$ cat src/sv/nsq_pkg.sv
// Shared widths, register indexes and reset values for the Newton square root core.
// No dependencies; imported by newton_square_root_core.
package nsq_pkg;

	// Field widths (Q16.16 radicand and root)
	localparam int RADICAND_W = 32;
	localparam int ROOT_W     = 32;
	localparam int FRAC_W     = 16;
	localparam int UPD_W      = 5;

	// Configuration registers
	localparam int MAX_ITER_W  = 5;
	localparam int TOL_SHIFT_W = 6;
	localparam int CFG_IDX_W   = 1;
	localparam int CFG_DATA_W  = 6;

	localparam logic [CFG_IDX_W-1:0] CFG_MAX_ITERATIONS  = 1'd0;
	localparam logic [CFG_IDX_W-1:0] CFG_TOLERANCE_SHIFT = 1'd1;

	localparam logic [MAX_ITER_W-1:0]  MAX_ITER_RST  = 5'd16;
	localparam logic [TOL_SHIFT_W-1:0] TOL_SHIFT_RST = 6'd32;

	// Default cap on Newton updates
	localparam int ITERATION_LIMIT_DEF = 16;

endpackage

$ cat src/sv/newton_square_root_core.sv
// Newton (Heron) square root of an unsigned Q16.16 value, iterative datapath.
// Depends on nsq_pkg for widths, register indexes and reset values.
//
// Channel   Dir  Handshake              Payload
// in        in   in_valid / in_stall    radicand[31:0]
// out       out  out_valid / out_stall  root[31:0], updates_done[4:0], converged
// cfg       in   cfg_we                 cfg_index[0], cfg_data[5:0]
//
// One item at a time. A zero radicand goes from idle straight to the finish state.
// Otherwise each Newton update runs square, difference, compare, a 48-step restoring
// divide and update, plus the final test. The divider yields one bit per cycle.
// arst_n clears control and the config registers. A finished result waits in the
// output register while the next beat is taken; the core only holds in its last
// state if that register is still full.
module newton_square_root_core
	import nsq_pkg::*;
#(
	parameter int ITERATION_LIMIT = ITERATION_LIMIT_DEF
) (
	input  logic                   clk,
	input  logic                   arst_n,
	// configuration
	input  logic                   cfg_we,
	input  logic [CFG_IDX_W-1:0]   cfg_index,
	input  logic [CFG_DATA_W-1:0]  cfg_data,
	// input channel
	input  logic                   in_valid,
	output logic                   in_stall,
	input  logic [RADICAND_W-1:0]  radicand,
	// output channel
	output logic                   out_valid,
	input  logic                   out_stall,
	output logic [ROOT_W-1:0]      root,
	output logic [UPD_W-1:0]       updates_done,
	output logic                   converged
);

	localparam int CNT_W     = $clog2(ITERATION_LIMIT + 1);
	localparam int XS_W      = RADICAND_W + FRAC_W;
	localparam int SQ_W      = 2 * ROOT_W;
	localparam int DCNT_W    = $clog2(XS_W);

	// Sequencer states
	localparam logic [2:0] S_IDLE  = 3'd0;
	localparam logic [2:0] S_CHECK = 3'd1;
	localparam logic [2:0] S_DIFF  = 3'd2;
	localparam logic [2:0] S_CMP   = 3'd3;
	localparam logic [2:0] S_DIV   = 3'd4;
	localparam logic [2:0] S_UPD   = 3'd5;
	localparam logic [2:0] S_DONE  = 3'd6;

	logic [2:0]             state_q;
	logic [MAX_ITER_W-1:0]  max_iterations_q;
	logic [TOL_SHIFT_W-1:0] tolerance_shift_q;

	logic [RADICAND_W-1:0]  x_q;
	logic [XS_W-1:0]        bound_q;
	logic [ROOT_W-1:0]      r_q;
	logic [CNT_W-1:0]       n_q;
	logic [CNT_W-1:0]       limit_q;
	logic                   conv_q;
	logic [SQ_W-1:0]        sq_q;
	logic [SQ_W-1:0]        diff_q;
	logic [ROOT_W-1:0]      rem_q;
	logic [XS_W-1:0]        dq_q;
	logic [DCNT_W-1:0]      div_cnt_q;

	logic                   out_valid_q;
	logic [ROOT_W-1:0]      root_q;
	logic [UPD_W-1:0]       updates_q;
	logic                   converged_q;

	logic                   in_take;
	logic                   out_load;
	logic [CNT_W-1:0]       limit_w;
	logic [XS_W-1:0]        xs_w;
	logic [SQ_W-1:0]        xs_ext_w;
	logic [SQ_W-1:0]        sq_w;
	logic [ROOT_W:0]        rem_sh_w;
	logic                   div_ge_w;
	logic [XS_W:0]          sum_w;
	logic [XS_W-1:0]        half_w;

	assign in_take  = in_valid && !in_stall;
	assign in_stall = (state_q != S_IDLE);
	assign out_load = (state_q == S_DONE) && (!out_valid_q || !out_stall);

	// Clamp the configured update count to the build limit
	always_comb begin
		if (int'(max_iterations_q) > ITERATION_LIMIT) begin
			limit_w = CNT_W'(ITERATION_LIMIT);
		end else begin
			limit_w = CNT_W'(max_iterations_q);
		end
	end

	// Shared arithmetic: square, restoring divide step, halved sum
	assign xs_w     = {x_q, {FRAC_W{1'b0}}};
	assign xs_ext_w = SQ_W'(xs_w);
	assign sq_w     = {{ROOT_W{1'b0}}, r_q} * {{ROOT_W{1'b0}}, r_q};
	assign rem_sh_w = {rem_q, dq_q[XS_W-1]};
	assign div_ge_w = (rem_sh_w >= {1'b0, r_q});
	assign sum_w    = (XS_W+1)'(r_q) + {1'b0, dq_q};
	assign half_w   = sum_w[XS_W:1];

	// Configuration registers
	always_ff @(posedge clk or negedge arst_n) begin
		if (!arst_n) begin
			max_iterations_q  <= MAX_ITER_RST;
			tolerance_shift_q <= TOL_SHIFT_RST;
		end else if (cfg_we) begin
			case (cfg_index)
				CFG_MAX_ITERATIONS:  max_iterations_q  <= cfg_data[MAX_ITER_W-1:0];
				CFG_TOLERANCE_SHIFT: tolerance_shift_q <= cfg_data[TOL_SHIFT_W-1:0];
				default: ;
			endcase
		end
	end

	// Sequencer state
	always_ff @(posedge clk or negedge arst_n) begin
		if (!arst_n) begin
			state_q <= S_IDLE;
		end else begin
			case (state_q)
				S_IDLE: begin
					if (in_take) begin
						state_q <= (radicand == '0) ? S_DONE : S_CHECK;
					end
				end
				S_CHECK: state_q <= (n_q >= limit_q) ? S_DONE : S_DIFF;
				S_DIFF:  state_q <= S_CMP;
				S_CMP:   state_q <= (diff_q <= SQ_W'(bound_q)) ? S_DONE : S_DIV;
				S_DIV:   state_q <= (div_cnt_q == '0) ? S_UPD : S_DIV;
				S_UPD:   state_q <= S_CHECK;
				S_DONE: begin
					if (out_load) begin
						state_q <= S_IDLE;
					end
				end
				default: state_q <= S_IDLE;
			endcase
		end
	end

	// Working registers of the iteration
	always_ff @(posedge clk) begin
		case (state_q)
			S_IDLE: begin
				if (in_take) begin
					x_q     <= radicand;
					bound_q <= {radicand, {FRAC_W{1'b0}}} >> tolerance_shift_q;
					r_q     <= radicand;
					n_q     <= '0;
					limit_q <= limit_w;
					conv_q  <= (radicand == '0);
				end
			end
			S_CHECK: sq_q <= sq_w;
			S_DIFF:  diff_q <= (xs_ext_w >= sq_q) ? (xs_ext_w - sq_q) : (sq_q - xs_ext_w);
			S_CMP: begin
				if (diff_q <= SQ_W'(bound_q)) begin
					conv_q <= 1'b1;
				end
				rem_q     <= '0;
				dq_q      <= xs_w;
				div_cnt_q <= DCNT_W'(XS_W - 1);
			end
			S_DIV: begin
				// one quotient bit per cycle
				rem_q     <= div_ge_w ? ROOT_W'(rem_sh_w - {1'b0, r_q}) : rem_sh_w[ROOT_W-1:0];
				dq_q      <= {dq_q[XS_W-2:0], div_ge_w};
				div_cnt_q <= div_cnt_q - 1'b1;
			end
			S_UPD: begin
				// floor((r + q) / 2), saturated to 32 bits; zero guess gives all ones
				if (r_q == '0 || half_w[XS_W-1:ROOT_W] != '0) begin
					r_q <= '1;
				end else begin
					r_q <= half_w[ROOT_W-1:0];
				end
				n_q <= n_q + 1'b1;
			end
			default: ;
		endcase
	end

	// Output register
	always_ff @(posedge clk or negedge arst_n) begin
		if (!arst_n) begin
			out_valid_q <= 1'b0;
		end else if (out_load) begin
			out_valid_q <= 1'b1;
		end else if (!out_stall) begin
			out_valid_q <= 1'b0;
		end
	end

	always_ff @(posedge clk) begin
		if (out_load) begin
			root_q      <= r_q;
			updates_q   <= UPD_W'(n_q);
			converged_q <= conv_q;
		end
	end

	assign out_valid    = out_valid_q;
	assign root         = root_q;
	assign updates_done = updates_q;
	assign converged    = converged_q;

`ifndef NO_ASSERTIONS
	a_count_in_limit: assert property (@(posedge clk) disable iff (!arst_n)
		state_q == S_DONE |-> n_q <= limit_q)
		else $error("update count beyond limit");

	a_nonzero_starts: assert property (@(posedge clk) disable iff (!arst_n)
		in_valid && !in_stall && radicand != '0 |=> state_q == S_CHECK)
		else $error("nonzero radicand did not start iteration");

	a_out_from_done: assert property (@(posedge clk) disable iff (!arst_n)
		$rose(out_valid_q) |-> $past(state_q) == S_DONE)
		else $error("result raised outside finish state");

	a_divisor_nonzero: assert property (@(posedge clk) disable iff (!arst_n)
		state_q == S_DIV |-> r_q != '0)
		else $error("divide by zero guess");

	a_div_start: assert property (@(posedge clk) disable iff (!arst_n)
		state_q == S_CMP && diff_q > SQ_W'(bound_q) |=>
			state_q == S_DIV && div_cnt_q == DCNT_W'(XS_W - 1))
		else $error("divider not started at full count");
`endif

endmodule

$ cat config.mk
export PLATFORM = sky130hd
export DESIGN_NAME = newton_square_root_core
export DESIGN_NICKNAME = d
export VERILOG_FILES = /design/src/sv/nsq_pkg.sv /design/src/sv/newton_square_root_core.sv
export SDC_FILE = /design/constraint.sdc
export NUM_CORES = 2
export LEC_CHECK = 0
export BUFFER_PORTS_ARGS = -buffer_cell sky130_fd_sc_hd__buf_2
export CELL_PAD_IN_SITES_DETAIL_PLACEMENT = 0
export CELL_PAD_IN_SITES_GLOBAL_PLACEMENT = 2
export CORE_MARGIN = 5
export CORE_UTILIZATION = 46
export CTS_CLUSTER_DIAMETER = 120
export DETAILED_ROUTE_END_ITERATION = 10
export GPL_TIMING_DRIVEN = 0
export PLACE_DENSITY = 0.95
export SETUP_SLACK_MARGIN = 0.02
export SYNTH_ARGS = -nofsm -noshare
export SYNTH_HDL_FRONTEND = slang
export SYNTH_SLANG_ARGS = --single-unit
export TNS_END_PERCENT = 50
$ cat constraint.sdc
create_clock -name clk -period 16.45 [get_ports clk]
set_input_delay 0.8225 -clock clk [delete_from_list [all_inputs] [get_ports clk]]
set_output_delay 0.8225 -clock clk [all_outputs]
set_load 0.01 [all_outputs]
# After elaboration in Yosys (flattened, before gate mapping)
# Index checks and enable logic that the tools add are counted.
[word_totals] mem_count=0 latch_bits=0 elab_cells=86 register_bits=390 rom_bits=0 mem_bits_rw=0 input_bits=44 out_inout_bits=40
[classes] mux=22 n_eq_ne=10 n_shift=1 bitwise=1 n_mul=1 n_addsub=6 order_cmp=5 div=0 reduce_logical=22
[op_table] cell="$pmux W32 S2" count=2
[op_table] cell="$mux W32" count=3
[op_table] cell="$pmux W48 S2" count=1
[op_table] cell="$ge A48 B64 Y1" count=1
[op_table] cell="$le A64 B48 Y1" count=1
[op_table] cell="$logic_not A32 Y1" count=2
[op_table] cell="$mul A32 B32 Y64" count=1
[op_table] cell="$mux W64" count=1
[op_table] cell="$sub A48 B64 Y64" count=1
[op_table] cell="$sub A64 B48 Y64" count=1
[op_table] cell="$add A32 B48 Y49" count=1
[op_table] cell="$shr A48 B6 Y48" count=1
[op_table] cell="$ge A33 B32 Y1" count=1
[op_table] cell="$sub A32 B32 Y32" count=1
[op_table] cell="$pmux W3 S7" count=1
[op_table] cell="$reduce_bool A16 Y1" count=1
[op_table] cell="$mux W3" count=4
[op_table] cell="$pmux W6 S2" count=1
[op_table] cell="$pmux W5 S2" count=1
[op_table] cell="$reduce_and A2 Y1" count=5
[op_table] cell="$eq A3 B3 Y1 const B" count=3
[op_table] cell="$eq A3 B2 Y1 const B" count=2
[op_table] cell="$logic_not A6 Y1" count=1
[op_table] cell="$ne A2 B2 Y1 const B" count=3
[op_table] cell="other kinds (18)" count=28

# Longest topological paths before layout
[logic_depth] depth_word=5 ltp_mapped=32 mapped_depth_nobuf=29

# Least setup slack after synthesis
# No wires, ideal clock.
[synth_path] kind="reg-to-reg" from="register r_q[3]" to="register sq_q[62] (data pin)" n_path_buf=4 path_stages_with_launch=31 t_required_ps=16192 period_less_slack_ps=8300 arrival_ps=8042 setup_time_ps=258 path_slack_ps=8150 cell_sequence="edfxtp_1 > clkbuf_1 > inv_1 > clkbuf_1 > buf_1 > nor2_1 > fa_1 > fa_1 > inv_1 > fa_1 > fa_1 > inv_1 > fa_1 > fa_1 > fa_1 > inv_1 > fa_1 > inv_1 > ha_1 > clkbuf_1 > nand4_1 > nor3b_1 > nand2_1 > a211oi_1 > o21ai_1 > a21oi_1 > a311oi_1 > o31ai_1 > nor2b_1 > nor2b_1 > o221a_2"
[synth_between] elab_chain_len=1
[synth_rtl] item="start, declared" line_no="newton_square_root_core.sv:58" rtl="logic [ROOT_W-1:0] r_q;"
[synth_rtl] item="start signal, assigned" line_no="newton_square_root_core.sv:153" rtl="r_q <= radicand;"
[synth_rtl] item="start signal, assigned" line_no="newton_square_root_core.sv:180" rtl="r_q <= half_w[ROOT_W-1:0];"
[synth_rtl] item="$mul A32 B32 Y64" line_no="newton_square_root_core.sv:100" rtl="assign sq_w = {{ROOT_W{1'b0}}, r_q} * {{ROOT_W{1'b0}}, r_q};"
[synth_rtl] item="named net sq_w[62]" line_no="newton_square_root_core.sv:78" rtl="logic [SQ_W-1:0] sq_w;"
[synth_rtl] item="end signal, assigned" line_no="newton_square_root_core.sv:159" rtl="S_CHECK: sq_q <= sq_w;"
[synth_rtl] item="end, declared" line_no="newton_square_root_core.sv:62" rtl="logic [SQ_W-1:0] sq_q;"
# The timed path passes the listed nets, and every way through them passes these cells.
# A chain may end at the register's enable or synchronous reset.

# Final worst setup path
[layout_path] from="register r_q[7]" to="register sq_q[62] (data pin)"
# Same word-level chain as after synthesis.

==> metrics.md <==
| Metric | Value |
|---|---|
| Outcome | finished, violations left |
| Failing checks | max-capacitance violations |
| Critical-path maximum fanout | 11 |
| Worst Hold Slack | 0.150 ns |
| Via Count | 42400 |
| Syn Nets | 7027 |
| DIE AREA | 0.125 mm² |
| Clock Skew | 0.0417 ns |
| Initial core utilization | 46.2% |
| Gr usage total | 30.0% |
| First-pass GRT wire length | 280000 µm |
| Clk sinks | 389 |
| RePlAce Congestion | 0.992 |
| DR iter-0 viols | between 3000 and 4000 |
| Place WS | 4.65 ns |
| Worst setup SP type | register |
| Remaining Overflow, GRT | 0 |
| Post-route insts no fill | 7423 |
| Final Cycle Share | 73.3% |
| Min Tclk post-route | 12.06 ns |
| Root Buffer | clkbuf_16 |
| Core area | between 0.1 and 0.15 mm² |
| Async set-reset flop share out of synthesis | 3.86% |
| Number of port buffers | 83 |
| Crit-path max cell delay | 1.02 ns |
| Highest clock rate | 0.0829 GHz |
| Commonest non-fill, non-tap cell in the layout | inv_1 |
| Xor-xnor portion of the synthesized cell area | 3.68% |
| Initial antenna violation count | 7 |
| Ys Warns | 0 |
| Post-Place Cells | 7341 |
| Final setup margin | 4.39 ns |
| Critical Path RT | about 17 ns |
| DPL Wire Length | roughly 150000 µm |
| TritonCTS clock tree | yes |
| Post-Synthesis Cells | approximately 5700 |
| Final Setup Violations | 0 |
| Final Hold Vio Count | 0 |
| Setup bufs post-CTS | 0 |
| #FFs+latches synth | 389 |
| Final wirelength | 189000 µm |
| Max_cap viols | 1 |
| Slew headroom | 0.526% |
| CP dominant cell by count | fa_1 |
| Drt drc | 0 |
| Largest net degree at the start of global routing | 56 |
| Post_cts resized | 0 |
| Proportion of synthesized area in mux cells | 2.21% |
| IO Count | 84 |
| Layout cells sized above 1 | 5.25% |
| Complex-gate fraction of the synthesized area | around 11% |
| Sequential fraction of the synthesis area | between 20% and 30% |
| RSZ-0062 raised after global routing | no |
| Synthesized area | 0.0543 mm² |
| Reg2reg path depth | 29 |
| Ys flop type | edfxtp_1 |
| Number of global-route vias before repair | 43400 |
| Layout Nets | 7167 |
| Max Slew Vio Count | 0 |
| CP max-delay cell | clkinv_1 |
| HP Class | in2async |
| EDFF count, synth | 374 |
| Post-synthesis simple-gate area fraction | between 10 and 15% |
| R2r setup slk | 4.39 ns |
| Vert. Die Dim | 354 µm |
| Maximum clock insertion buffer count | 3 |
| Critical Path AT | 12.39 ns |
| Netlist cell types | 95 |
| H-tree levels | 2 |
| CP endpoint kind | register |
| Area growth, synth to finish | 7.48% |
| Routed WL per cell | 25.5 µm |
| Total CTS buffers | 44 |
| WS Path Type | reg2reg |
| Adder-cell share of the synthesized area | 40.3% |
| Final setup TNS | 0 ns |
| Cell row count | 126 |
| Pre-antenna DRT Iters | 6 |
| Die W | 354 µm |
| Worst-Margin Slew | 1.49 ns |
| Vias per cell | 5.71 |
| Hold buffer count at cts | 0 |
| Post-route ant nets | 0 |
| Most frequent cells in the layout | inv_1 (1146), fa_1 (796), nor2_1 (496), nand2_1 (496), ha_1 (476) |
| Syn_area_per_cell | 9.51 µm² |
| Main combinational cell family by area after synthesis | adder cells |
| Clk Latency, worst-skew pair | a little over 0.6 ns |
| Reg clk slew, reported paths | around 0.07 ns |
## area by class of cell
cell class / count / area (µm²)
fillers: 11100 / 59200
well taps: 1536 / 1920
plain buffers: 236 / 960
clock buffers: 49 / 1120
repair buffers: 94 / 599
multi-input cells: 3927 / 37400
diodes: 1 / 2.50
flip-flops and latches: 389 / 11600
clock inverters: 32 / 379
inverters: 1159 / 4350
## per-stage QoR
stage / utilization (%) / cell area, µm²
6_report: 49.6 / 58400
5_1_grt: 49.6 / 58400
4_1_cts: 49.6 / 58400
3_5_place_dp: 48.3 / 56900
3_3_place_gp: 48.2 / 56600
2_1_floorplan: - / 54300
## registers in the layout, summed over array words and instances, names as in the netlist
name	cells
out_valid	1
bound_q	48
converged	1
max_iterations_q	5
conv_q	1
state_q	3
dq_q	48
limit_q	5
rem_q	32
div_cnt_q	6
r_q	32
tolerance_shift_q	6
updates_done	5
n_q	5
diff_q	64
root	32
sq_q	63
x_q	32
## cells in the mapped netlist, drive strengths merged, types with 39 or more instances
| library cell | number | share of area, % |
|---|---|---|
| a21o | 113 | 1.6 |
| edfxtp | 374 | 21 |
| fa | 796 | 29 |
| mux2i | 57 | 1.1 |
| o22a | 41 | 0.66 |
| nor2 | 497 | 3.4 |
| xor2 | 80 | 1.3 |
| clkbuf | 171 | 1.2 |
| buf | 65 | 0.59 |
| o21bai | 46 | 0.64 |
| inv | 1151 | 8.0 |
| a211oi | 39 | 0.54 |
| nand4 | 57 | 0.67 |
| o21ai | 199 | 1.8 |
| xnor2 | 148 | 2.4 |
| nand3 | 57 | 0.53 |
| nand2 | 498 | 3.4 |
| nor3 | 46 | 0.42 |
| ha | 476 | 11 |
| a21oi | 269 | 2.5 |
## critical path: cells and delay by family, from the launching register on
| kind | cells | cell delay, ns |
|---|---|---|
| compound gates | 6 | 2.54 |
| fa+ha+maj | 9 | 4.20 |
| buf+inv | 8 | 3.16 |
| flops | 1 | 0.48 |
| simple gates | 6 | 1.41 |
## worst paths after layout
kind | from | end
max reg2reg | r_q[7] | sq_q[62]
min | arst_n | tolerance_shift_q[2]
max in group asynchronous | arst_n | state_q[1]
min reg2reg | max_iterations_q[2] | max_iterations_q[2]
max | r_q[7] | sq_q[62]
min in group clk | cfg_data[5] | tolerance_shift_q[5]
## metal layers
layer	GRT usage, %	wire (µm)	up-vias
met3	5.07	16200	354
met5	0	0	-
li1	-	-	18800
met1	41.0	79000	21300
met2	48.4	85600	1896
met4	10.7	8430	0
## logic make-up (layout without fill, tap and decap cells)
group,Yosys count,after routing
buf+inv,1395,1570
compound gates,926,926
other cells,0,1
flops,389,389
xor+xnor,228,228
simple gates,1402,1402
mux,99,99
fa+ha+maj,1272,1272
Power is left out: the tool's default activity adds up to more than one toggle a clock period on the data nets, which glitch-free logic cannot reach.
